### config.mk
export PLATFORM = sky130hd
export DESIGN_NAME = difficulty_to_target_core
export DESIGN_NICKNAME = d
export VERILOG_FILES = /design/src/design/dtt_pkg.sv /design/src/design/difficulty_to_target_core.sv /design/src/design/dtt_div_unit.sv /design/src/design/dtt_quot_reg.sv
export VERILOG_INCLUDE_DIRS = /design/src /design/src/design
export SDC_FILE = /design/constraint.sdc
export NUM_CORES = 1
export LEC_CHECK = 0
export ABC_AREA = 1
export BUFFER_PORTS_ARGS = -buffer_cell sky130_fd_sc_hd__buf_2
export CAP_MARGIN = 20
export CORE_AREA = 2 2 203 205
export CTS_CLUSTER_SIZE = 20
export DETAILED_ROUTE_END_ITERATION = 8
export DIE_AREA = 0 0 205 207
export GPL_ROUTABILITY_DRIVEN = 0
export PLACE_DENSITY_LB_ADDON = 0.12
export SLEW_MARGIN = 40
export SYNTH_ARGS = -nofsm -noshare
export SYNTH_HDL_FRONTEND = slang
export SYNTH_SLANG_ARGS = --single-unit
### constraint.sdc
create_clock -name i_clk -period 6 [get_ports i_clk]
set_clock_uncertainty 0.2 [all_clocks]
set_input_delay 1.2 -clock i_clk [delete_from_list [all_inputs] [get_ports i_clk]]
set_output_delay 1.2 -clock i_clk [all_outputs]
set_load 0.02 [all_outputs]
### src/design/difficulty_to_target_core_assert.svh
// assertion macros for the difficulty to target core
// used by difficulty_to_target_core, no other dependencies
`ifndef DIFFICULTY_TO_TARGET_CORE_ASSERT_SVH
`define DIFFICULTY_TO_TARGET_CORE_ASSERT_SVH

// same-cycle implication, disabled during reset
`define DTT_ASSERT_NOW(label, clk, rst_n, ante, cons) \
    label: assert property (@(posedge clk) disable iff (!rst_n) (ante) |-> (cons)) \
        else $error("dtt assertion failed");

// next-cycle implication, disabled during reset
`define DTT_ASSERT_NEXT(label, clk, rst_n, ante, cons) \
    label: assert property (@(posedge clk) disable iff (!rst_n) (ante) |=> (cons)) \
        else $error("dtt assertion failed");

`endif

### src/design/dtt_pkg.sv
// shared types and constants for the difficulty to target core
// no dependencies
`default_nettype none

package dtt_pkg;

    localparam int TARGET_BITS  = 256;
    localparam int EFF_BITS     = (TARGET_BITS < 64) ? 64 :
                                  ((TARGET_BITS > 512) ? 512 : TARGET_BITS);
    localparam int WORD_BITS    = 64;
    localparam int OUT_WORDS    = 4;
    localparam int QUOT_BITS    = OUT_WORDS * WORD_BITS;
    localparam int STEP_W       = $clog2(EFF_BITS + 1);
    localparam int WIDX_W       = $clog2(OUT_WORDS);

    typedef logic [WORD_BITS-1:0] t_word;

    typedef enum logic [1:0] {
        ST_IDLE,
        ST_DIV,
        ST_OUT
    } t_state;

    typedef struct packed {
        logic start;
        logic step;
    } t_div_ctrl;

endpackage

`default_nettype wire

### src/design/difficulty_to_target_core.sv
// the difficulty is taken in idle, then come EFF_BITS (256) division steps, then four
// words one per cycle while the output is not stalled
// rate is set by the single 65-bit subtract/compare that makes one quotient bit a cycle
// input is stalled from acceptance until the fourth word is taken
// synchronous active-low reset returns the sequencer to idle with no word pending
// depends on dtt_pkg, dtt_div_unit, dtt_quot_reg and the assertion header
`default_nettype none

module difficulty_to_target_core import dtt_pkg::*; (
    input  wire logic i_clk,
    input  wire logic i_rst_n,
    input  wire logic i_valid,
    output logic      o_stall,
    input  wire t_word i_difficulty,
    output logic      o_valid,
    input  wire logic i_stall,
    output t_word     o_target_word,
    output logic      o_last_word
);

    `include "difficulty_to_target_core_assert.svh"

    t_state              r_state;
    t_state              n_state;
    logic [STEP_W-1:0]   r_step_cnt;
    logic [STEP_W-1:0]   n_step_cnt;
    logic [WIDX_W-1:0]   r_word_idx;
    logic [WIDX_W-1:0]   n_word_idx;
    t_div_ctrl           ctrl;
    logic                qbit;
    logic                in_acc;
    logic                out_acc;

    always_ff @(posedge i_clk) begin
        if (!i_rst_n) begin
            r_state    <= ST_IDLE;
            r_step_cnt <= '0;
            r_word_idx <= '0;
        end else begin
            r_state    <= n_state;
            r_step_cnt <= n_step_cnt;
            r_word_idx <= n_word_idx;
        end
    end

    always_comb begin
        n_state    = r_state;
        n_step_cnt = r_step_cnt;
        n_word_idx = r_word_idx;
        ctrl       = '0;
        o_stall    = 1'b1;
        o_valid    = 1'b0;
        in_acc     = 1'b0;
        out_acc    = 1'b0;
        unique case (r_state)
            ST_IDLE: begin
                o_stall = 1'b0;
                in_acc  = i_valid;
                if (in_acc) begin
                    ctrl.start = 1'b1;
                    n_step_cnt = '0;
                    n_state    = ST_DIV;
                end
            end
            ST_DIV: begin
                ctrl.step  = 1'b1;
                n_step_cnt = r_step_cnt + 1'b1;
                if (r_step_cnt == STEP_W'(EFF_BITS - 1)) begin
                    n_word_idx = '0;
                    n_state    = ST_OUT;
                end
            end
            ST_OUT: begin
                o_valid = 1'b1;
                out_acc = ~i_stall;
                if (out_acc) begin
                    n_word_idx = r_word_idx + 1'b1;
                    if (o_last_word) begin
                        n_state = ST_IDLE;
                    end
                end
            end
            default: begin
                n_state = ST_IDLE;
            end
        endcase
    end

    assign o_last_word = (r_word_idx == WIDX_W'(OUT_WORDS - 1));

    dtt_div_unit u_div (
        .i_clk        (i_clk),
        .i_ctrl       (ctrl),
        .i_difficulty (i_difficulty),
        .o_qbit       (qbit)
    );

    dtt_quot_reg u_quot (
        .i_clk      (i_clk),
        .i_ctrl     (ctrl),
        .i_qbit     (qbit),
        .i_word_idx (r_word_idx),
        .o_word     (o_target_word)
    );

    // checks
    `DTT_ASSERT_NOW(a_out_blocks_in, i_clk, i_rst_n, o_valid, o_stall)
    `DTT_ASSERT_NEXT(a_accept_starts_div, i_clk, i_rst_n, in_acc,
        (r_state == ST_DIV) && (r_step_cnt == '0))
    `DTT_ASSERT_NEXT(a_div_done_first_word, i_clk, i_rst_n,
        (r_state == ST_DIV) && (r_step_cnt == STEP_W'(EFF_BITS - 1)),
        o_valid && (r_word_idx == '0))
    `DTT_ASSERT_NEXT(a_last_ends_item, i_clk, i_rst_n, out_acc && o_last_word,
        !o_valid && !o_stall)

endmodule

`default_nettype wire

### src/design/dtt_div_unit.sv
// restoring divider datapath: one quotient bit per step, all-ones dividend
// depends on dtt_pkg
`default_nettype none

module dtt_div_unit import dtt_pkg::*; (
    input  wire logic      i_clk,
    input  wire t_div_ctrl i_ctrl,
    input  wire t_word     i_difficulty,
    output logic           o_qbit
);

    t_word                r_rem;
    t_word                n_rem;
    t_word                r_divisor;
    t_word                n_divisor;
    logic [WORD_BITS:0]   shifted;
    logic [WORD_BITS:0]   diff;

    always_comb begin
        shifted   = {r_rem, 1'b1};
        diff      = shifted - {1'b0, r_divisor};
        o_qbit    = ~diff[WORD_BITS];
        n_rem     = r_rem;
        n_divisor = r_divisor;
        if (i_ctrl.start) begin
            n_rem     = '0;
            n_divisor = (i_difficulty == '0) ? t_word'(1) : i_difficulty;
        end else if (i_ctrl.step) begin
            n_rem = o_qbit ? diff[WORD_BITS-1:0] : shifted[WORD_BITS-1:0];
        end
    end

    always_ff @(posedge i_clk) begin
        r_rem     <= n_rem;
        r_divisor <= n_divisor;
    end

endmodule

`default_nettype wire

### src/design/dtt_quot_reg.sv
// quotient shift register with overflow saturation and word select
// depends on dtt_pkg
`default_nettype none

module dtt_quot_reg import dtt_pkg::*; (
    input  wire logic              i_clk,
    input  wire t_div_ctrl         i_ctrl,
    input  wire logic              i_qbit,
    input  wire logic [WIDX_W-1:0] i_word_idx,
    output t_word                  o_word
);

    logic [QUOT_BITS-1:0] r_quot;
    logic [QUOT_BITS-1:0] n_quot;
    logic                 r_ovf;
    logic                 n_ovf;
    t_word                words [OUT_WORDS];

    always_comb begin
        n_quot = r_quot;
        n_ovf  = r_ovf;
        if (i_ctrl.start) begin
            n_quot = '0;
            n_ovf  = 1'b0;
        end else if (i_ctrl.step) begin
            n_quot = {r_quot[QUOT_BITS-2:0], i_qbit};
            n_ovf  = r_ovf | r_quot[QUOT_BITS-1];
        end
    end

    always_ff @(posedge i_clk) begin
        r_quot <= n_quot;
        r_ovf  <= n_ovf;
    end

    always_comb begin
        for (int i = 0; i < OUT_WORDS; i++) begin
            words[i] = r_quot[QUOT_BITS-1-i*WORD_BITS -: WORD_BITS];
        end
        o_word = r_ovf ? '1 : words[i_word_idx];
    end

endmodule

`default_nettype wire

==> results of run 1 <==
==> cells in the final DEF, fill, tap and decap left out, drive strengths merged, types with 4 or more instances in the layout <==
master  netlist  routed
a21oi       114     114
nand2       983     983
o21ai        78      78
nor4         18      18
dfxtp       334     334
edfxtp       64      64
or4           4       4
nor3         15      15
xnor2        30      30
clkbuf      169      53
buf          25     147
inv         747     747
o22ai       256     256
ha           66      66
clkinv        3      17
bufinv        0       4
nand3       183     183
nor2        121     121
o211ai       64      64
nand4        17      17
==> worst paths after layout <==
path | startpoint | to | slack (ps)
setup / recovery | r_word_idx[0] | o_target_word[51] | 1970
hold reg to reg | r_step_cnt[8] | r_step_cnt[8] | 270
hold / removal | r_step_cnt[8] | r_step_cnt[8] | 270
setup reg to reg | u_div.r_divisor[4] | u_div.r_rem[63] | 2550
==> routing by layer <==
metal / up-vias / GRT usage (%) / wire length, um
met1: 9224 / 34.5 / 25200
met4: 0 / 10.4 / 2230
met3: 123 / 4.31 / 3190
met2: 522 / 44.0 / 26500
met5: - / 0 / 0
li1: 10343 / - / -
==> final cells by class <==
cell class	count	area, um^2	share of cell area, %
clock buffers	53	1130	4.69
clock inverters	20	250	1.04
inverters	750	2830	11.7
multi-input cells	1967	9810	40.6
flip-flops and latches	398	8610	35.7
well taps	532	666	2.76
repair buffers	147	842	3.49
==> cells by family (layout without fill, tap and decap cells) <==
family / Yosys count / in the layout
adder cells (fa/ha/maj): 67 / 67
buffers and inverters: 944 / 970
XOR/XNOR: 31 / 31
AND/OR/NAND/NOR: 1350 / 1350
flip-flops: 398 / 398
AO/OA/AOI/OAI: 519 / 519
==> sequential cells by signal, summed over array words and instances (netlist names) <==
register         flops
u_quot.r_quot      256
u_div.r_divisor     64
u_div.r_rem         64
r_state              2
r_step_cnt           9
u_quot.r_ovf         1
r_word_idx           2
==> power by group through the flow <==
stage          clock network [uW]  registers (uW)  logic (uW)
3_3_place_gp                    0            3080        2760
3_5_place_dp                    0            3090        2800
2_1_floorplan                   0            3060        2220
4_1_cts                      2680            3030        2820
5_1_grt                      2770            3060        3250
6_report                     2620            3040        2870
==> through the flow <==
stage	hold slack (ps)	utilization (%)	power, uW	instance area, um^2
6_report	268	59.8	8520	24100
5_1_grt	288	59.8	9080	24100
4_1_cts	273	59.7	8530	24100
3_5_place_dp	262	56.3	5890	22700
3_3_place_gp	249	56.1	5850	22700
2_1_floorplan	241	-	5270	22000
==> worst max-delay path, delay by kind of cell (launching register included) <==
kind | cells | cell delay [ps]
AO/OA/AOI/OAI | 2 | 270
buffers and inverters | 3 | 970
flip-flops | 1 | 640
AND/OR/NAND/NOR | 1 | 110
==> load_flow_metrics.sql, run 1 <==
INSERT INTO impl_metrics (metric_group, metric, value, unit) VALUES
('outcome', 'status', 'completed', ''),
('clock_network', 'cts.hold.buffers_added', '0', ''),
('power', 'p_int', '5330', 'uW'),
('routing', 'drc', '0', ''),
('clock_network', 'tritoncts', 'done', ''),
('power', 'power_density', '353', 'nW/um^2'),
('logic_synthesis', 'synth.area.top_cells', 'dfxtp_1, nand2_1, inv_1', ''),
('logic_synthesis', 'synth_compound_area_share', '14.1', '%'),
('clock_network', 'worst_skew_pair.late_latency', '580', 'ps'),
('power', 'power.clock.fraction', '30.7', '%'),
('logic_synthesis', 'synthArstFlopShare', '0', '%'),
('global_routing', 'grt_remaining_overflow', '0', ''),
('routing', 'post_drt_wl_per_cell', '14.8', 'um'),
('clock_network', 'clkSinkCount', '398', ''),
('clock_network', 'cts-htree-levels', '2', ''),
('logic_synthesis', 'synth.top_cells.by_count', 'nand2_1, inv_1, dfxtp_1', ''),
('global_routing', 'antenna_found_initial', '0', ''),
('setup_path', 'timing.reg2reg.worst_path_depth', '18', ''),
('setup_path', 'end_kind', 'output pin', ''),
('setup_path', 'critical-path-max-stage-delay', '640', 'ps'),
('placed_design', 'hpwl_dp', '40500', 'um'),
('logic_synthesis', 'synth_seq_area_share', '39.2', '%'),
('floorplanning', 'core-area', '40400', 'um^2'),
('power', 'total_leakage_power', '0.0116', 'uW'),
('final_layout', 'finalNetCount', '3441', ''),
('clock_network', 'cts_resized', '0', ''),
('logic_synthesis', 'post_synth_mux_area_share', '0', '%'),
('power', 'power_frac_comb', '33.6', '%'),
('logic_synthesis', 'synth-adder-area-share', '3.85', '%'),
('logic_synthesis', 'synth_top_family_by_area', 'simple AND/OR/NAND/NOR gates', ''),
('timing', 'timing.final.ws_setup', '1970', 'ps'),
('global_routing', 'grt_pass1_vias', '19165', ''),
('timing', 'period_utilisation_layout', '67.2', '%'),
('global_routing', 'grt_util_all_layers', '26.6', '%'),
('clock_network', 'cts_setup_buffers', '0', ''),
('logic_synthesis', 'synth_top_cell_by_area', 'dfxtp_1', ''),
('routing', 'post_drt_via_cell_ratio', '5.23', ''),
('setup_path', 'critical_path_arrival', '2630', 'ps'),
('setup_path', 'cp_slowest_cell', 'dfxtp_4', ''),
('final_layout', 'antenna_cells', '0', ''),
('timing', 'fmax', '248', 'MHz'),
('power', 'pwr-share-seq', '35.6', '%'),
('setup_path', 'crit_required', '4600', 'ps'),
('placed_design', 'numPortBuffers', '134', ''),
('logic_synthesis', 'syn-cell-area', '22000', 'um^2'),
('floorplanning', 'rows', '74', ''),
('power', 'peak_supply_drop', '0.239', 'mV'),
('worst_hold_path', 'hp-class', 'reg -> reg', ''),
('logic_synthesis', 'synth_enable_flop_cells', '64', ''),
('setup_path', 'critical_path.startpoint_type', 'flip-flop', ''),
('timing', 'max-slew-margin-rel', '45.8', '%'),
('clock_network', 'maximum_count_of_clock_buffers_along_a_single_path', '3', ''),
('logic_synthesis', 'synth-seq-cells', '398', ''),
('global_routing', 'pin_count_of_the_biggest_net_entering_global_routing', '210', ''),
('clock_network', 'cts-buffers-inserted', '42', ''),
('floorplanning', 'floorplan.io_pins', '135', ''),
('placed_design', 'post_place_setup_slack', '2200', 'ps'),
('timing', 'timing_hold_violations_final', '0', ''),
('final_layout', 'num-fill-cells', '3941', ''),
('timing', 'unrepaired_setup_endpoints_after_global_routing', 'false', ''),
('logic_synthesis', 'xor_and_xnor_area_share_after_synthesis', '1.23', '%'),
('routing', 'postRouteWirelength', '57100', 'um'),
('floorplanning', 'die-area', '42400', 'um^2'),
('clock_network', 'clk_transition_reported_paths', '60', 'ps'),
('logic_synthesis', 'synthesis.yosys.warnings', '0', ''),
('timing', 'final_setup_tns', '0', 'ps'),
('routing', 'drt_first_pass_iters', '5', ''),
('final_layout', 'layout-area-overhead-vs-synth', '9.83', '%'),
('power', 'power_switching', '3190', 'uW'),
('timing', 'tightest_slew', '814', 'ps'),
('final_layout', 'layoutNonFillerInstCount', '3867', '');
(Power assumes the default switching activity.)
==> run 2: changes to the inputs <==
==> constraint.sdc (replaced) <==
create_clock -name i_clk -period 4.2 [get_ports i_clk]
set_clock_uncertainty 0.2 [all_clocks]
set_input_delay 0.84 -clock i_clk [delete_from_list [all_inputs] [get_ports i_clk]]
set_output_delay 0.84 -clock i_clk [all_outputs]
set_load 0.02 [all_outputs]
==> load_flow_metrics.sql, run 2 (synthesis results as in run 1) <==
INSERT INTO impl_metrics (metric_group, metric, value, unit) VALUES
('timing', 'timing.hold.ws', '242', 'ps'),
('final_layout', 'max_flop_register', 'u_quot.r_quot', ''),
('global_routing', 'grt_first_pass_wirelength', '93700', 'um'),
('clock_network', 'clk_transition_reported_paths', '60', 'ps'),
('final_layout', 'largestRegisters', 'u_quot.r_quot: 256 flops, u_div.r_divisor: 64 flops, u_div.r_rem: 64 flops', ''),
('setup_path', 'worstSetupPathDepth', '15', ''),
('timing', 'tightest_slew', '798', 'ps'),
('timing', 'final_period_minus_worst_setup_slack', '3480', 'ps'),
('final_layout', 'finalNetCount', '3443', ''),
('setup_path', 'worst-path-buf-inv', '2', ''),
('power', 'power_density', '509', 'nW/um^2'),
('final_layout', 'num-fill-cells', '3897', ''),
('floorplanning', 'floorplan.io_pins', '135', ''),
('routing', 'dr.first_iter.drc_count', '1307', ''),
('power', 'power_frac_comb', '33.3', '%'),
('timing', 'unrepaired_setup_endpoints_after_global_routing', 'false', ''),
('global_routing', 'grt_pass1_vias', '19260', ''),
('floorplanning', 'chipHeight', '207', 'um'),
('placed_design', 'place_area', '22800', 'um^2'),
('placed_design', 'hpwl_dp', '41200', 'um'),
('power', 'total_leakage_power', '0.0117', 'uW'),
('setup_path', 'critical_path_arrival', '3740', 'ps'),
('final_layout', 'antenna_cells', '0', ''),
('clock_network', 'cts-htree-levels', '2', ''),
('setup_path', 'critical-path-max-stage-delay', '440', 'ps'),
('power', 'pwr-share-seq', '35.2', '%'),
('setup_path', 'worst_path_maximum_fanout', '46', ''),
('setup_path', 'path_class', 'reg -> reg', ''),
('clock_network', 'maximum_count_of_clock_buffers_along_a_single_path', '3', ''),
('routing', 'post_drt_wl_per_cell', '14.9', 'um'),
('routing', 'via_count', '20332', ''),
('global_routing', 'grt_util_all_layers', '26.7', '%'),
('routing', 'route.antenna.remaining_nets', '0', ''),
('timing', 'final-max-slew-violation-count', '0', ''),
('final_layout', 'mostFrequentLayoutCell', 'nand2_1', ''),
('final_layout', 'layout-area-overhead-vs-synth', '10.4', '%'),
('placed_design', 'post_place_setup_slack', '778', 'ps'),
('clock_network', 'clkSinkCount', '398', ''),
('routing', 'postRouteWirelength', '57500', 'um'),
('timing', 'finalSetupViolations', '0', ''),
('placed_design', 'numPortBuffers', '134', ''),
('setup_path', 'cp_slowest_cell', 'nand2_4', ''),
('worst_hold_path', 'hp-class', 'in -> reg', ''),
('floorplanning', 'die_w', '205', 'um'),
('setup_path', 'end_kind', 'flip-flop', ''),
('routing', 'drt_first_pass_iters', '6', ''),
('clock_network', 'worst_skew_pair.late_latency', '590', 'ps'),
('setup_path', 'timing.reg2reg.worst_path_depth', '15', ''),
('timing', 'fmax', '287', 'MHz'),
('final_layout', 'post_route_cells_drive_above_1_share', '7.63', '%'),
('outcome', 'status', 'completed', ''),
('worst_hold_path', 'hold-path-cell-count', '1', ''),
('setup_path', 'largest_delay_contributor_family_on_the_critical_path', 'simple AND/OR/NAND/NOR gates', ''),
('floorplanning', 'rows', '74', ''),
('timing', 'period_utilisation_layout', '82.9', '%'),
('setup_path', 'crit_required', '4460', 'ps'),
('setup_path', 'worst_path_most_repeated_cell', 'nand2_4', ''),
('clock_network', 'cts-buffers-inserted', '43', ''),
('power', 'power.switching_fraction', '37.0', '%'),
('power', 'p_total', '12400', 'uW'),
('clock_network', 'tritoncts', 'done', ''),
('power', 'p_int', '7790', 'uW'),
('final_layout', 'design_area', '24300', 'um^2'),
('timing', 'timing.final.ws_setup', '718', 'ps'),
('final_layout', 'largest_register_ff_count', '256', ''),
('routing', 'post_drt_via_cell_ratio', '5.25', ''),
('timing', 'final_setup_tns', '0', 'ps'),
('global_routing', 'pin_count_of_the_biggest_net_entering_global_routing', '206', ''),
('clock_network', 'cts_setup_buffers', '0', ''),
('floorplanning', 'effective_utilization_at_floorplan', '54.5', '%'),
('timing', 'timing_hold_violations_final', '0', ''),
('run', 'maxCapViolCount', '0', ''),
('global_routing', 'grt_remaining_overflow', '0', ''),
('timing', 'max-slew-margin-rel', '46.8', '%'),
('final_layout', 'final_cell_mix', 'nand2_1, inv_1, dfxtp_1, o22ai_1, nand3_1', ''),
('floorplanning', 'core-area', '40400', 'um^2'),
('clock_network', 'cts.hold.buffers_added', '0', ''),
('setup_path', 'critical_path.startpoint_type', 'flip-flop', ''),
('power', 'power.clock.fraction', '31.5', '%'),
('setup_path', 'path_cells', 'inv_1 -> ha_1 -> nand2_2 -> nor2_4 -> nand2_1 -> nor3_2 -> and2_2 -> nand2_4 -> nand2_4 -> nand2_4 -> nand2_4 -> buf_4 -> nand2_1 -> nand3_1 -> nand2_1', ''),
('clock_network', 'cts_root_buf', 'clkbuf_16', ''),
('global_routing', 'antenna_found_initial', '4', ''),
('power', 'peak_supply_drop', '0.294', 'mV'),
('floorplanning', 'die-area', '42400', 'um^2'),
('clock_network', 'cts_resized', '0', ''),
('power', 'power_switching', '4570', 'uW'),
('routing', 'drc', '0', '');
==> run 2: path summary, 6_finish.rpt <==
kind                                             to  slack [ps]           startpoint
worst max-delay path                u_div.r_rem[13]         720  u_div.r_divisor[51]
worst max register to register      u_div.r_rem[13]         720  u_div.r_divisor[51]
worst min register to register      u_div.r_rem[28]         270      u_div.r_rem[28]
worst min-delay path            u_div.r_divisor[57]         240     i_difficulty[57]
==> run 2: worst reg2reg max path: cells and delay by family (launching register included) <==
family | cells | cell delay [ps]
AND/OR/NAND/NOR | 12 | 1970
buffers and inverters | 2 | 440
adder cells (fa/ha/maj) | 1 | 410
flip-flops | 1 | 330
==> run 2: cell type report <==
class,instances,area (um^2),area share [%]
clock inverters,14,210,0.866
inverters,750,2830,11.7
repair buffers,148,895,3.69
clock buffers,64,1260,5.18
flip-flops and latches,398,8610,35.5
multi-input cells,1967,9790,40.4
well taps,532,666,2.74
==> run 2: power groups by stage <==
| stage | Combinational, uW | Clock [uW] | Sequential, uW |
|---|---|---|---|
| 2_1_floorplan | 3170 | 0 | 4360 |
| 3_3_place_gp | 3960 | 0 | 4420 |
| 3_5_place_dp | 4020 | 0 | 4420 |
| 4_1_cts | 4040 | 3980 | 4340 |
| 5_1_grt | 4650 | 4120 | 4380 |
| 6_report | 4120 | 3890 | 4350 |
==> run 2: metrics by stage <==
stage | std cells | utilization (%)
after floorplan | 3309 | -
after global placement | 3792 | 56.2
after detailed placement | 3793 | 56.4
after CTS | 3871 | 60.0
after global routing | 3873 | 60.1
final | 3873 | 60.1
==> run 2: metal layers <==
metal / global-route usage [%] / vias up / part of all wire, %
li1: - / 10357 / -
met1: 33.4 / 9234 / 43
met2: 44.8 / 578 / 46
met3: 5.14 / 155 / 6.7
met4: 11.2 / 8 / 4.3
met5: 0 / - / 0.089
==> run 3: changes to the inputs <==
==> constraint.sdc (replaced) <==
create_clock -name i_clk -period 3.2 [get_ports i_clk]
set_clock_uncertainty 0.2 [all_clocks]
set_input_delay 0.64 -clock i_clk [delete_from_list [all_inputs] [get_ports i_clk]]
set_output_delay 0.64 -clock i_clk [all_outputs]
set_load 0.02 [all_outputs]
==> load_flow_metrics.sql, run 3 (synthesis results as in run 1) <==
INSERT INTO impl_metrics (metric_group, metric, value, unit) VALUES
('clock_network', 'cts_root_buf', 'clkbuf_16', ''),
('floorplanning', 'die-area', '42400', 'um^2'),
('setup_path', 'reg2reg_to', 'u_div.r_rem[13]', ''),
('routing', 'route.antenna.remaining_nets', '0', ''),
('final_layout', 'layoutNonFillerInstCount', '3890', ''),
('setup_path', 'path_class', 'reg -> out', ''),
('routing', 'post_drt_wl_per_cell', '14.9', 'um'),
('timing', 'final_setup_tns', '0', 'ps'),
('routing', 'detail_route.wirelength.met1', '24800', 'um'),
('power', 'peak_supply_drop', '0.495', 'mV'),
('power', 'power.switching_fraction', '37.2', '%'),
('clock_network', 'clk_transition_reported_paths', '60', 'ps'),
('placed_design', 'numPortBuffers', '134', ''),
('power', 'power_frac_comb', '34.2', '%'),
('timing', 'finalSetupViolations', '0', ''),
('floorplanning', 'floorplan.io_pins', '135', ''),
('routing', 'drc', '0', ''),
('global_routing', 'grt_pass1_vias', '19561', ''),
('clock_network', 'maximum_count_of_clock_buffers_along_a_single_path', '3', ''),
('worst_hold_path', 'hold-path-cell-count', '1', ''),
('worst_hold_path', 'hold_path_end', 'u_div.r_divisor[60]', ''),
('clock_network', 'worst_skew_pair.late_latency', '570', 'ps'),
('timing', 'final-max-slew-violation-count', '0', ''),
('clock_network', 'cts-buffers-inserted', '42', ''),
('power', 'power_switching', '6010', 'uW'),
('setup_path', 'critical_path.startpoint_type', 'flip-flop', ''),
('setup_path', 'crit_required', '2360', 'ps'),
('outcome', 'status', 'completed', ''),
('timing', 'timing_hold_violations_final', '0', ''),
('setup_path', 'end_kind', 'output pin', ''),
('routing', 'drt_first_pass_iters', '7', ''),
('timing', 'fmax', '335', 'MHz'),
('timing', 'period_utilisation_layout', '93.2', '%'),
('placed_design', 'place.detailed.instances', '3812', ''),
('worst_hold_path', 'hold_start', 'i_difficulty[60]', ''),
('routing', 'postRouteWirelength', '57800', 'um'),
('timing', 'tightest_slew', '661', 'ps'),
('clock_network', 'cts_setup_buffers', '0', ''),
('floorplanning', 'effective_utilization_at_floorplan', '54.5', '%'),
('final_layout', 'post_route_cells_drive_above_1_share', '8.01', '%'),
('timing', 'max-slew-margin-rel', '55.5', '%'),
('timing', 'unrepaired_setup_endpoints_after_global_routing', 'false', ''),
('setup_path', 'r2r_start', 'u_div.r_divisor[44]', ''),
('clock_network', 'tritoncts', 'done', ''),
('routing', 'dr.first_iter.drc_count', '1336', ''),
('power', 'power_density', '664', 'nW/um^2'),
('setup_path', 'critical_path_arrival', '2140', 'ps'),
('routing', 'route.met3.wl', '3780', 'um'),
('floorplanning', 'chipHeight', '207', 'um'),
('final_layout', 'num-fill-cells', '3878', ''),
('global_routing', 'grt_remaining_overflow', '0', ''),
('floorplanning', 'die_w', '205', 'um'),
('global_routing', 'pin_count_of_the_biggest_net_entering_global_routing', '141', ''),
('floorplanning', 'rows', '74', ''),
('final_layout', 'post_layout_utilization_of_the_core', '60.4', '%'),
('floorplanning', 'core-area', '40400', 'um^2'),
('final_layout', 'max_flop_register', 'u_quot.r_quot', ''),
('final_layout', 'largestRegisters', 'u_quot.r_quot: 256 flops, u_div.r_divisor: 64 flops, u_div.r_rem: 64 flops', ''),
('routing', 'via_count', '20277', ''),
('routing', 'route.top_layer_used', 'met5', ''),
('power', 'p_int', '10200', 'uW'),
('global_routing', 'grt_util_all_layers', '27.1', '%'),
('final_layout', 'antenna_cells', '0', ''),
('final_layout', 'final_cell_mix', 'nand2_1, inv_1, dfxtp_1, o22ai_1, nand3_1', ''),
('final_layout', 'layout-area-overhead-vs-synth', '10.8', '%'),
('setup_path', 'timing.reg2reg.worst_path_depth', '15', ''),
('placed_design', 'hpwl_dp', '42200', 'um'),
('clock_network', 'clkSinkCount', '398', ''),
('timing', 'final_period_minus_worst_setup_slack', '2980', 'ps'),
('setup_path', 'reg2reg_setup_slack', '270', 'ps'),
('final_layout', 'largest_register_ff_count', '256', ''),
('final_layout', 'finalNetCount', '3460', ''),
('power', 'pwr-share-seq', '35.3', '%'),
('power', 'total_leakage_power', '0.0118', 'uW'),
('routing', 'post_drt_via_cell_ratio', '5.21', ''),
('routing', 'detailroute.wirelength.met2', '26400', 'um'),
('setup_path', 'worst_path_maximum_fanout', '120', ''),
('final_layout', 'seqCellArea', '8610', 'um^2'),
('global_routing', 'grt_first_pass_wirelength', '95100', 'um'),
('worst_hold_path', 'hp-class', 'in -> reg', ''),
('run', 'maxCapViolCount', '0', ''),
('final_layout', 'mostFrequentLayoutCell', 'nand2_1', ''),
('power', 'power.clock.fraction', '30.5', '%'),
('clock_network', 'cts-htree-levels', '2', ''),
('final_layout', 'multi_input_comb_area', '9810', 'um^2'),
('global_routing', 'antenna_found_initial', '4', '');
run 3: cell count changes in the layout (fill, tap and decap cells not counted), moves of 2 or more:
cell | previous run | this run
buf_12 | 6 | 9
buf_4 | 5 | 20
bufinv_16 | 4 | 2
clkbuf_1 | 12 | 16
clkinv_1 | 4 | 2
run 3: per-layer routing:
layer | GRT usage, % | vias to the layer above
met5 | 0 | -
met4 | 12.4 | 8
met3 | 4.78 | 154
met2 | 44.6 | 596
met1 | 34.7 | 9121
li1 | - | 10398
run 3: worst max path at each step:
stage	start	to	slack [ps]	cells past startpoint
global placement	u_div.r_divisor[44]	u_div.r_rem[0]	190	15
finish	r_word_idx[1]	o_target_word[1]	220	5
global route	u_div.r_divisor[4]	u_div.r_rem[13]	30	18
floorplan	i_valid	u_quot.r_quot[235]	110	7
detailed placement	u_div.r_divisor[44]	u_div.r_rem[20]	180	15
CTS	u_div.r_divisor[44]	u_div.r_rem[0]	150	15
run 3: per-stage QoR:
stage | area [um^2] | power (uW) | setup slack (ps) | hold slack, ps
2_1_floorplan | 22000 | 9880 | 105 | 241
3_3_place_gp | 22900 | 11100 | 194 | 252
3_5_place_dp | 22900 | 11200 | 178 | 263
4_1_cts | 24300 | 16200 | 150 | 26.3
5_1_grt | 24400 | 17200 | 27.5 | 41.4
6_report | 24400 | 16200 | 216 | 62.6
run 3: area by class of cell:
class	count	area share (%)
flip-flops and latches	398	35.3
multi-input cells	1968	40.3
inverters	750	11.6
clock inverters	8	0.478
well taps	532	2.73
repair buffers	165	4.27
clock buffers	69	5.32
run 3: worst max-delay path, cell delays in order (launching register included):
cell	delay, ps
dfxtp_1	340
inv_4	130
buf_12	330
o211ai_1	200
nand3_1	180
buf_2	190
run 3: power groups by stage:
stage               clock [uW]  combinational (uW)  sequential (uW)
floorplan                    0                4160             5730
global placement             0                5310             5790
detailed placement           0                5380             5800
CTS                       5050                5410             5700
global route              5230                6260             5740
finish                    4930                5540             5700
run 3: repair_timing:
| item | CTS | global route |
|---|---|---|
| hold buffers | 0 | 0 |
| endpoints found under the setup margin | 0 | 38 |
| resized for setup | 0 | 1 |
